===== src/rtl/lzari_pkg.sv =====
// Shared constants, entry type and reset helper for the LZARI token encoder.
// Depends on nothing; every other file in rtl/ but lzari_ram refers to it by scoped names.
package lzari_pkg;

	localparam int MAX_MATCH    = 60;
	localparam int WINDOW_SIZE  = 4096;
	localparam int SYMBOL_COUNT = 314;

	localparam int RANKS   = SYMBOL_COUNT + 1;
	localparam int RANK_W  = $clog2(RANKS);
	localparam int CHR_W   = $clog2(SYMBOL_COUNT);
	localparam int FREQ_W  = 16;
	localparam int IVL_W   = 18;
	localparam int DIST_W  = $clog2(WINDOW_SIZE + 1);
	localparam int DVD_W   = IVL_W + FREQ_W;
	localparam int FOL_W   = 16;

	localparam logic [IVL_W-1:0] QTR1 = 18'h08000;
	localparam logic [IVL_W-1:0] HALF = 18'h10000;
	localparam logic [IVL_W-1:0] QTR3 = 18'h18000;
	localparam logic [IVL_W-1:0] FULL = 18'h20000;
	localparam logic [FREQ_W-1:0] CUM_LIMIT = 16'h7fff;

	localparam int MATCH_BASE   = 253;
	localparam int FLUSH_ZEROS  = 17;
	localparam int RENORM_STEPS = 18;

	localparam int POS_NUM = 10000;
	localparam int POS_OFF = 200;
	localparam int POS_Q0  = POS_NUM / (WINDOW_SIZE + POS_OFF);
	localparam int POS_P0  = POS_Q0 * (WINDOW_SIZE + POS_OFF);

	localparam logic [1:0] MODE_LIT    = 2'd0;
	localparam logic [1:0] MODE_MATCH  = 2'd1;
	localparam logic [1:0] MODE_FINISH = 2'd2;
	localparam logic [1:0] MODE_UNUSED = 2'd3;

	typedef struct packed {
		logic [CHR_W-1:0]  chr;
		logic [FREQ_W-1:0] freq;
		logic [FREQ_W-1:0] cum;
	} entry_t;

	function automatic entry_t entry_init(input logic [RANK_W-1:0] rank);
		entry_t e;
		e.chr  = (rank == '0) ? '0 : CHR_W'(rank - 1'b1);
		e.freq = (rank == '0) ? '0 : FREQ_W'(1);
		e.cum  = FREQ_W'(SYMBOL_COUNT) - FREQ_W'(rank);
		return e;
	endfunction

endpackage


===== src/rtl/lzari_div.sv =====
// Restoring divider, one quotient bit per cycle.
// Depends on lzari_pkg for operand widths.
module lzari_div (
	input  logic                         clk,
	input  logic                         arst_n,
	input  logic                         start,
	input  logic [lzari_pkg::DVD_W-1:0]  dividend,
	input  logic [lzari_pkg::FREQ_W-1:0] divisor,
	output logic                         busy,
	output logic [lzari_pkg::DVD_W-1:0]  quotient
);
	localparam int CNT_W = $clog2(lzari_pkg::DVD_W + 1);

	logic [lzari_pkg::DVD_W-1:0]  quo_q;
	logic [lzari_pkg::FREQ_W-1:0] rem_q;
	logic [lzari_pkg::FREQ_W-1:0] dsr_q;
	logic [CNT_W-1:0]             cnt_q;
	logic                         busy_q;
	logic [lzari_pkg::FREQ_W:0]   trial;
	logic                         fits;

	assign trial = {rem_q, quo_q[lzari_pkg::DVD_W-1]};
	assign fits  = trial >= {1'b0, dsr_q};

	always_ff @(posedge clk or negedge arst_n) begin
		if (!arst_n) begin
			busy_q <= 1'b0;
			cnt_q  <= '0;
		end else if (start) begin
			busy_q <= 1'b1;
			cnt_q  <= '0;
		end else if (busy_q) begin
			cnt_q <= cnt_q + 1'b1;
			if (cnt_q == CNT_W'(lzari_pkg::DVD_W - 1)) begin
				busy_q <= 1'b0;
			end
		end
	end

	always_ff @(posedge clk) begin
		if (start) begin
			quo_q <= dividend;
			rem_q <= '0;
			dsr_q <= divisor;
		end else if (busy_q) begin
			quo_q <= {quo_q[lzari_pkg::DVD_W-2:0], fits};
			rem_q <= fits ? lzari_pkg::FREQ_W'(trial - {1'b0, dsr_q})
				: trial[lzari_pkg::FREQ_W-1:0];
		end
	end

	assign busy     = busy_q;
	assign quotient = quo_q;
endmodule


===== config.mk =====
export PLATFORM = sky130hd
export DESIGN_NAME = lzari_div
export DESIGN_NICKNAME = d
export VERILOG_FILES = /design/src/rtl/lzari_pkg.sv /design/src/rtl/lzari_div.sv
export SDC_FILE = /design/constraint.sdc
export NUM_CORES = 1
export LEC_CHECK = 0
export ABC_AREA = 1
export BUFFER_PORTS_ARGS = -buffer_cell sky130_fd_sc_hd__buf_4
export CORE_AREA = 4 4 123 125
export DETAILED_ROUTE_END_ITERATION = 8
export DIE_AREA = 0 0 127 129
export GPL_ROUTABILITY_DRIVEN = 0
export GPL_TIMING_DRIVEN = 0
export PLACE_DENSITY_LB_ADDON = 0.1
export SLEW_MARGIN = 20
export SYNTH_ARGS = -nofsm -noshare
export SYNTH_HDL_FRONTEND = slang
export SYNTH_SLANG_ARGS = --single-unit

===== constraint.sdc =====
create_clock -name clk -period 2.71 [get_ports clk]
set_input_delay 0.6775 -clock clk [delete_from_list [all_inputs] [get_ports clk]]
set_output_delay 0.6775 -clock clk [all_outputs]
set_load 0.1 [all_outputs]

==> flow_summary.ini, run 1 <==
[critical_path]
worstPathRequired_ps = 2650
cp_num_buf_inv = 3
slowest_stage = nor2_1
crit_arrival_ps = 2250
cp_max_fo = 43
path_cells = buf_4, nor2_1, inv_1, buf_2
start_kind = input port
worstSetupPathType = in -> reg
crit_path_max_incr_delay_ps = 700
crit_path_end_kind = flop
cpLargestDelayFamily = buffers and inverters

[synthesis]
ys_seq_elements = 73
synth_top_cell_area_share_pct = 36.5
synth_edf_count = 50
syn_area_per_cell_um2 = 7.84
ys_types = 36
synth_cells = 525
synthMuxAreaShare_pct = 0
ys_seq_area_share_pct = 48.5
yosys.area.top_type = edfxtp_1
synth_xor_area_share_pct = 1.28
synthSimpleGateAreaFrac_pct = 31.6
synth_compound_area_share_pct = 3.92
synth_ff_type = edfxtp_1
async_reset_ff_share_pct = 9.59
synth_warnings = 0
syn-num-nets = 597
synth_fa_ha_area_share_pct = 5.96
synth_area_leaders = edfxtp_1, nand2_1, dfxtp_1
synth_top_family_by_area = simple AND/OR/NAND/NOR gates
syn-cell-area_um2 = 4120

[timing]
finalMaxSlewViolations = 0
fin_crit_ps = 2310
hold_violations = 0
slew_headroom_pct = 33.0
max_freq_mhz = 433
finClkSkew_ps = 7.80
finalSetupViolations = 0
whs_ps = 137
worst_pin_slew_ps = 1000
period_share_pct = 85.1
rsz0062_at_grt = no

[drt]
via_per_inst = 4.45
ant_nets = 0
wl_um = 10900
drcViolationCount = 0
drt_iter0_markers = 146
vias = 3599
drtPass1Iterations = 4
avgRoutedWirePerCell_um = 13.5

[clock_tree]
path_clk_slew_ps = 60
cts_buffers = 9
cts-resized-gates = 0
insertion_delay_ps = 340
cts_htree_levels = 3
cts_tree = built
cts_buffer_depth = 2
postCtsSetupRepairBufs = 0
clock-sinks = 73
hold_buffers = 0
cts_root_buf = clkbuf_16

[finish]
area_delta_synth_final_pct = 27.8
fin_area_um2 = 5260
drive_gt1_share_pct = 18.9
multi_input_area_um2 = 1760
layout.nets = 695
antenna_cells = 0
seq_area_um2 = 2000
layout.filler_cells = 1499

[place]
placed_cell_area_um2 = 5000
dp_hpwl_um = 8260
portBuffers = 87

[pwr]
powerDensity_nw_per_um2 = 870
p_total_mw = 4.58
ir_drop_uv = 319
p_leak_nw = 2.70

[global_route]
grt_pass1_vias = 3624
grt_max_degree = 44
antenna_found_initial = 0
gr-total-overflow = 0
grt_usage_pct = 13.8
grt_pass1_wl_um = 17800

[floorplan]
fp.dieH_um = 129
dieArea_um2 = 16400
fp.dieW_um = 127
io_pins = 88
initial_core_util_pct = 29.7
design.core.area_um2 = 13900
fp-row-count = 43

[run_status]
status = complete, no violations

[worst_hold_path]
hold_class = in -> async

[job]
drv_cap = 0
[placed cells by master (no fill, tap or decap), types with 2 or more instances in the layout]
| cell | instances |
|---|---|
| ha_1 | 18 |
| nor2_2 | 3 |
| edfxtp_1 | 50 |
| nand3_1 | 40 |
| a21oi_2 | 2 |
| dfrtp_1 | 7 |
| nand3b_1 | 7 |
| clkbuf_16 | 9 |
| a21oi_1 | 9 |
| nor3_1 | 7 |
| o21ai_1 | 3 |
| xnor2_1 | 5 |
| o21bai_1 | 2 |
| dfxtp_1 | 16 |
| nand3_2 | 2 |
| buf_4 | 89 |
| inv_1 | 79 |
| clkbuf_1 | 8 |
| nor2_1 | 17 |
| clkinv_4 | 2 |
| o21ai_0 | 8 |
| nand2_1 | 220 |
| buf_2 | 2 |
| nand2_4 | 2 |
| clkinv_2 | 3 |
| nand4_1 | 5 |
[routing by layer]
metal	vias to the layer above	share of wire (%)	GRT usage, %
met5	-	0	0
met4	0	2.3	6.31
met3	14	7.6	5.06
met2	82	45	21.6
met1	1643	45	16.9
li1	1860	-	-
[registers in the layout, indices dropped and copies added (netlist names)]
name / count
busy: 1
cnt_q: 6
dsr_q: 16
quotient: 34
rem_q: 16
[power by group]
part / internal, mW / leakage (nW) / switching (mW)
combinational: 0.651 / 1.82 / 1.34
clock: 0.619 / 0.133 / 0.482
sequential: 1.38 / 0.752 / 0.108
[final cells by class]
class                      instances  area share [%]
clock buffer                      11            4.42
timing repair buffer              87            12.4
tap                              180            4.28
sequential                        73            37.9
inverter                          80            5.71
buffer                            12            1.19
multi-input combinational        360            33.4
clock inverter                     5           0.618
[kinds of logic after synthesis]
group                      Yosys count
xor gates and xnor gates             6
AOI/OAI and AO/OA                   28
adders and majority gates           19
and+or+nand+nor                    307
buffers and inverters               92
DFF                                 73
[cell usage after synthesis, drive strengths merged, types with 2 or more instances]
master / number
a21oi: 11
buf: 5
clkbuf: 7
dfrtp: 7
dfxtp: 16
edfxtp: 50
ha: 18
inv: 80
nand2: 223
nand3: 42
nand3b: 7
nand4: 5
nor2: 21
nor3: 7
o21ai: 12
o21bai: 2
xnor2: 5
[path summary, 6_finish.rpt]
path	startpoint	endpoint	slack, ps	depth (start not counted)
setup / recovery	start	quotient[7]	400	4
min in group clk	rem_q[12]	rem_q[12]	470	2
setup reg to reg	busy	quotient[6]	520	3
max in group asynchronous	arst_n	cnt_q[1]	2450	1
hold reg to reg	rem_q[12]	rem_q[12]	470	2
hold / removal	arst_n	cnt_q[0]	140	1
[metrics by stage]
step                setup WS [ps]  utilization (%)  instances  setup TNS (ps)
detailed placement           -294             36.0        792          -11950
finish                        403             37.9        808               0
global route                  159             37.9        808               0
global placement             -315             36.0        792          -12910
CTS                          63.6             37.9        808               0
floorplan                     247                -        525               0
Note: power is estimated with default switching activity, not from simulation.
==> run 2: changes to the inputs <==
--- a/config.mk
+++ b/config.mk
@@ -5,11 +5,10 @@
 export SDC_FILE = /design/constraint.sdc
 export NUM_CORES = 1
 export LEC_CHECK = 0
-export ABC_AREA = 1
 export BUFFER_PORTS_ARGS = -buffer_cell sky130_fd_sc_hd__buf_4
-export CORE_AREA = 4 4 123 125
+export CORE_AREA = 4 4 122 124
 export DETAILED_ROUTE_END_ITERATION = 8
-export DIE_AREA = 0 0 127 129
+export DIE_AREA = 0 0 126 128
 export GPL_ROUTABILITY_DRIVEN = 0
 export GPL_TIMING_DRIVEN = 0
 export PLACE_DENSITY_LB_ADDON = 0.1
==> run 2 against run 1 <==
Critical path depth up 6; first-iteration DRC count up 27%; wire length down 1.5%; clock power up 9%.
==> flow_summary.ini, run 2 <==
[run_status]
status = complete, no violations

[finish]
antenna_cells = 0
area_delta_synth_final_pct = 29.8
largest_reg_flops = 34
layout_commonest_cell = buf_4
final_cell_mix = buf_4, edfxtp_1, mux2_2, nand2_1, nor2_1
drive_gt1_share_pct = 36.8
layout.filler_cells = 1402
fin_area_um2 = 5250
fin_cells = 639
layout.nets = 526
final_core_util_pct = 38.1

[pwr]
p_total_mw = 3.55
p_leak_nw = 2.17
ir_drop_uv = 406
powerDensity_nw_per_um2 = 677

[drt]
drtPass1Iterations = 4
drcViolationCount = 0
drt_iter0_markers = 185
ant_nets = 0
via_per_inst = 4.94
wl_um = 10700
vias = 3154
avgRoutedWirePerCell_um = 16.7

[floorplan]
dieArea_um2 = 16100
io_pins = 88
fp.dieH_um = 128
fp-row-count = 43
initial_core_util_pct = 29.4
fp.dieW_um = 126
design.core.area_um2 = 13800

[global_route]
grt_pass1_wl_um = 17400
grt_pass1_vias = 3342
grt_max_degree = 35
antenna_found_initial = 0
gr-total-overflow = 0
grt_usage_pct = 13.6

[place]
numPlacedInstances = 621
portBuffers = 87
placed_cell_area_um2 = 4930
dp_hpwl_um = 7890
post-place-ws_ps = -470

[synthesis]
yosys.area.top_type = edfxtp_1
synth_edf_count = 50
synth.cells.most_frequent = edfxtp_1, mux2_2, nand2_1
async_reset_ff_share_pct = 9.59
syn-cell-area_um2 = 4050
synth_warnings = 0
ys_seq_area_share_pct = 49.4
ys_seq_elements = 73
syn_area_per_cell_um2 = 11.4
synth_most_common_cell = edfxtp_1
ys_types = 60
synth_top_cell_area_share_pct = 37.1
synth_cells = 354
synth_ff_type = edfxtp_1
synth_area_leaders = edfxtp_1, mux2_2, dfxtp_1
syn-num-nets = 426

[clock_tree]
cts_htree_levels = 3
path_clk_slew_ps = 60
cts_root_buf = clkbuf_16
cts_buffers = 9
cts_buffer_depth = 2
insertion_delay_ps = 340
clock-sinks = 73
hold_buffers = 0
cts_tree = built

[timing]
max_freq_mhz = 399
finalSetupViolations = 0
setup_ws_ps = 205
setup_tns_ps = 0
rsz0062_at_grt = no
finalMaxSlewViolations = 0
worst_pin_slew_ps = 632
fin_crit_ps = 2510
slew_headroom_pct = 57.9
hold_violations = 0
period_share_pct = 92.4
finClkSkew_ps = 6.88
whs_ps = 144

[critical_path]
r2r_slack_ps = 200
rr_worst_depth = 10
rr_endpoint = rem_q[4]
worstSetupPathType = reg -> reg
cp_max_fo = 6
crit_path_end_kind = flop
regToRegStartpoint = dsr_q[5]
start_kind = flop
crit_start = dsr_q[5]
crit_arrival_ps = 2750
worstPathRequired_ps = 2950

[worst_hold_path]
hold_class = in -> async

[job]
drv_cap = 0
[run 2: area by class of cell]
class                           count  area, um^2  share of cell area (%)
Sequential cell                    73        2000                    38.0
Multi-Input combinational cell    245        1900                    36.2
Timing Repair Buffer               89         668                    12.7
Clock buffer                       10         229                    4.36
Tap cell                          180         225                    4.29
Buffer                             16        87.6                    1.67
Inverter                           20        77.6                    1.48
Clock inverter                      6        68.8                    1.31
[run 2: layer usage]
metal  vias to the layer above  wire [um]  track usage [%]
met4                         0        154             3.85
met2                        86       4890             21.3
met3                        10        798             5.96
li1                       1548          -                -
met5                         -          0                0
met1                      1510       4860             17.2
[run 2: power by group]
part / switching (mW) / internal (mW)
Combinational: 0.683 / 0.311
Sequential: 0.0592 / 1.30
Clock: 0.487 / 0.717
Total: 1.23 / 2.33
[run 2: worst max path at each step]
stage | endpoint | slack [ps]
2_1_floorplan | rem_q[8] | 30
3_3_place_gp | quotient[6] | -910
3_5_place_dp | quotient[7] | -470
4_1_cts | quotient[0] | 110
5_1_grt | rem_q[4] | 40
6_report | rem_q[4] | 200
[run 2: cells by family after synthesis]
group	Yosys count	synth area share [%]
mux	34	9.46
simple gates	98	13.1
fa+ha+maj	19	6.06
compound gates	84	15.9
buf+inv	36	3.99
xor+xnor	10	2.17
flops	73	49.4
[run 2: what timing repair did]
action,4_1_cts,5_1_grt
setup endpoints to repair,35,30
setup buffers,0,2
pin swaps,0,1
gates resized for setup,2,1
gates cloned,0,0
[run 2: worst max-delay path: stages (launching register included)]
cell	delay, ps
edfxtp_1	330
inv_1	50
ha_1	370
and2_1	290
nand3_1	180
nor4_4	240
o31ai_4	140
buf_4	160
buf_4	130
a211o_1	280
a311oi_1	250
==> run 3: changes to the inputs <==
--- a/config.mk
+++ b/config.mk
@@ -7,6 +7,7 @@
 export LEC_CHECK = 0
 export BUFFER_PORTS_ARGS = -buffer_cell sky130_fd_sc_hd__buf_4
 export CORE_AREA = 4 4 122 124
+export CTS_BUF_LIST = sky130_fd_sc_hd__clkbuf_8
 export DETAILED_ROUTE_END_ITERATION = 8
 export DIE_AREA = 0 0 126 128
 export GPL_ROUTABILITY_DRIVEN = 0
==> run 3 against run 2 <==
Register-to-register slack worse by 40 ps; clock skew up 6.1 ps; first-iteration DRC count down 5.9%; cell area down 2.0%; global-route usage about the same; sequential cell count unchanged; critical endpoint is now quotient[0]; largest cell class unchanged.
==> flow_summary.ini, run 3 (synthesis gave the netlist of run 2 again) <==
[critical_path]
crit_path_end_kind = flop
worstPathRequired_ps = 2830
cp_max_fo = 7
path_cells = ha_1, a21o_1, a31oi_1, a21oi_2, o31ai_4, nand2_1, mux2_2
crit_start = rem_q[3]
regToRegStartpoint = rem_q[3]
start_kind = flop
crit_arrival_ps = 2670
cp_num_buf_inv = 0
crit_path_max_incr_delay_ps = 400
slowest_stage = ha_1
cpLargestDelayFamily = compound AO/OA/AOI/OAI gates
worstSetupPathType = reg -> reg

[drt]
dr_wl_met3_um = 858
drcViolationCount = 0
drt_iter0_markers = 174
wl_met1_um = 4880
vias = 3145
drtPass1Iterations = 4
wl_um = 10700
avgRoutedWirePerCell_um = 16.7
highest_layer = met4
met2_length_um = 4770
ant_nets = 0
via_per_inst = 4.92

[timing]
max_freq_mhz = 393
fin_crit_ps = 2540
slew_headroom_pct = 58.0
worst_pin_slew_ps = 629
finalMaxSlewViolations = 0
finalSetupViolations = 0
setup_ws_ps = 168
hold_violations = 0
setup_tns_ps = 0
period_share_pct = 93.8
rsz0062_at_grt = no
finClkSkew_ps = 13.0

[floorplan]
fp.dieH_um = 128
initial_core_util_pct = 29.4
design.core.area_um2 = 13800
fp-row-count = 43
fp.dieW_um = 126
io_pins = 88
dieArea_um2 = 16100

[place]
dp_hpwl_um = 7890
post-place-ws_ps = -470
portBuffers = 87
numPlacedInstances = 621

[finish]
area_delta_synth_final_pct = 27.3
final_cell_mix = buf_4, edfxtp_1, mux2_2, nand2_1, nor2_1
largest_reg_flops = 34
antenna_cells = 0
layout.nets = 526
drive_gt1_share_pct = 36.6
fin_cells = 639
layout.filler_cells = 1412
layout_commonest_cell = buf_4

[run_status]
status = complete, no violations

[clock_tree]
hold_buffers = 0
cts_tree = built
path_clk_slew_ps = 80
clock-sinks = 73
cts_buffer_depth = 2
cts_buffers = 9
cts_root_buf = clkbuf_8
insertion_delay_ps = 370
cts_htree_levels = 3

[pwr]
ir_drop_uv = 357
powerDensity_nw_per_um2 = 626
p_leak_nw = 2.12

[global_route]
grt_max_degree = 35
grt_pass1_wl_um = 17300
grt_usage_pct = 13.7
grt_pass1_vias = 3339
gr-total-overflow = 0
antenna_found_initial = 0

[worst_hold_path]
hold_class = in -> async

[job]
drv_cap = 0
## run 3: cell count changes in the layout (fill, tap and decap cells not counted), sizes merged
cell    before  now
clkbuf      19   17
buf         96   97
inv         20   21
## run 3: layer usage
layer	vias to the layer above	track usage (%)
met3	12	6.08
met5	-	0
met1	1494	17.1
met2	93	21.2
li1	1546	-
met4	0	4.42
## run 3: where the power goes
group / internal (mW) / switching (mW) / leakage [nW]
clock network: 0.425 / 0.450 / 0.101
registers: 1.30 / 0.0592 / 0.738
logic: 0.310 / 0.682 / 1.28
total: 2.03 / 1.19 / 2.12
## run 3: path summary, 6_finish.rpt
| kind | end | cells after the start | slack [ps] |
|---|---|---|---|
| hold / removal | cnt_q[4] | 1 | 110 |
| max in group asynchronous | cnt_q[1] | 1 | 2480 |
| min in group clk | dsr_q[2] | 1 | 480 |
| setup / recovery | quotient[0] | 7 | 170 |
| setup reg to reg | quotient[0] | 7 | 170 |
| hold reg to reg | rem_q[15] | 2 | 510 |
## run 3: area by class of cell
| cell class | count | area (um^2) | share of cell area, % |
|---|---|---|---|
| plain buffers | 16 | 86.3 | 1.68 |
| clock buffers | 9 | 124 | 2.41 |
| clock inverters | 7 | 72.6 | 1.41 |
| inverters | 20 | 77.6 | 1.51 |
| multi-input cells | 245 | 1900 | 36.9 |
| flip-flops and latches | 73 | 2000 | 38.8 |
| well taps | 180 | 225 | 4.37 |
| repair buffers | 89 | 668 | 13.0 |
## run 3: stage by stage
| step | hold slack (ps) | area, um^2 | power, mW | utilization (%) |
|---|---|---|---|---|
| after floorplan | 382 | 4050 | 2.12 | - |
| after global placement | 486 | 4930 | 2.37 | 35.8 |
| after detailed placement | 494 | 4930 | 2.37 | 35.8 |
| after CTS | 85.6 | 5130 | 3.28 | 37.3 |
| after global routing | 84.4 | 5150 | 3.40 | 37.4 |
| final | 112 | 5150 | 3.22 | 37.4 |
## run 3: timing repair
item / in CTS / in global routing
pin swaps: 0 / 1
setup endpoints to repair: 35 / 1
setup buffers: 0 / 2
resized for setup: 2 / 0
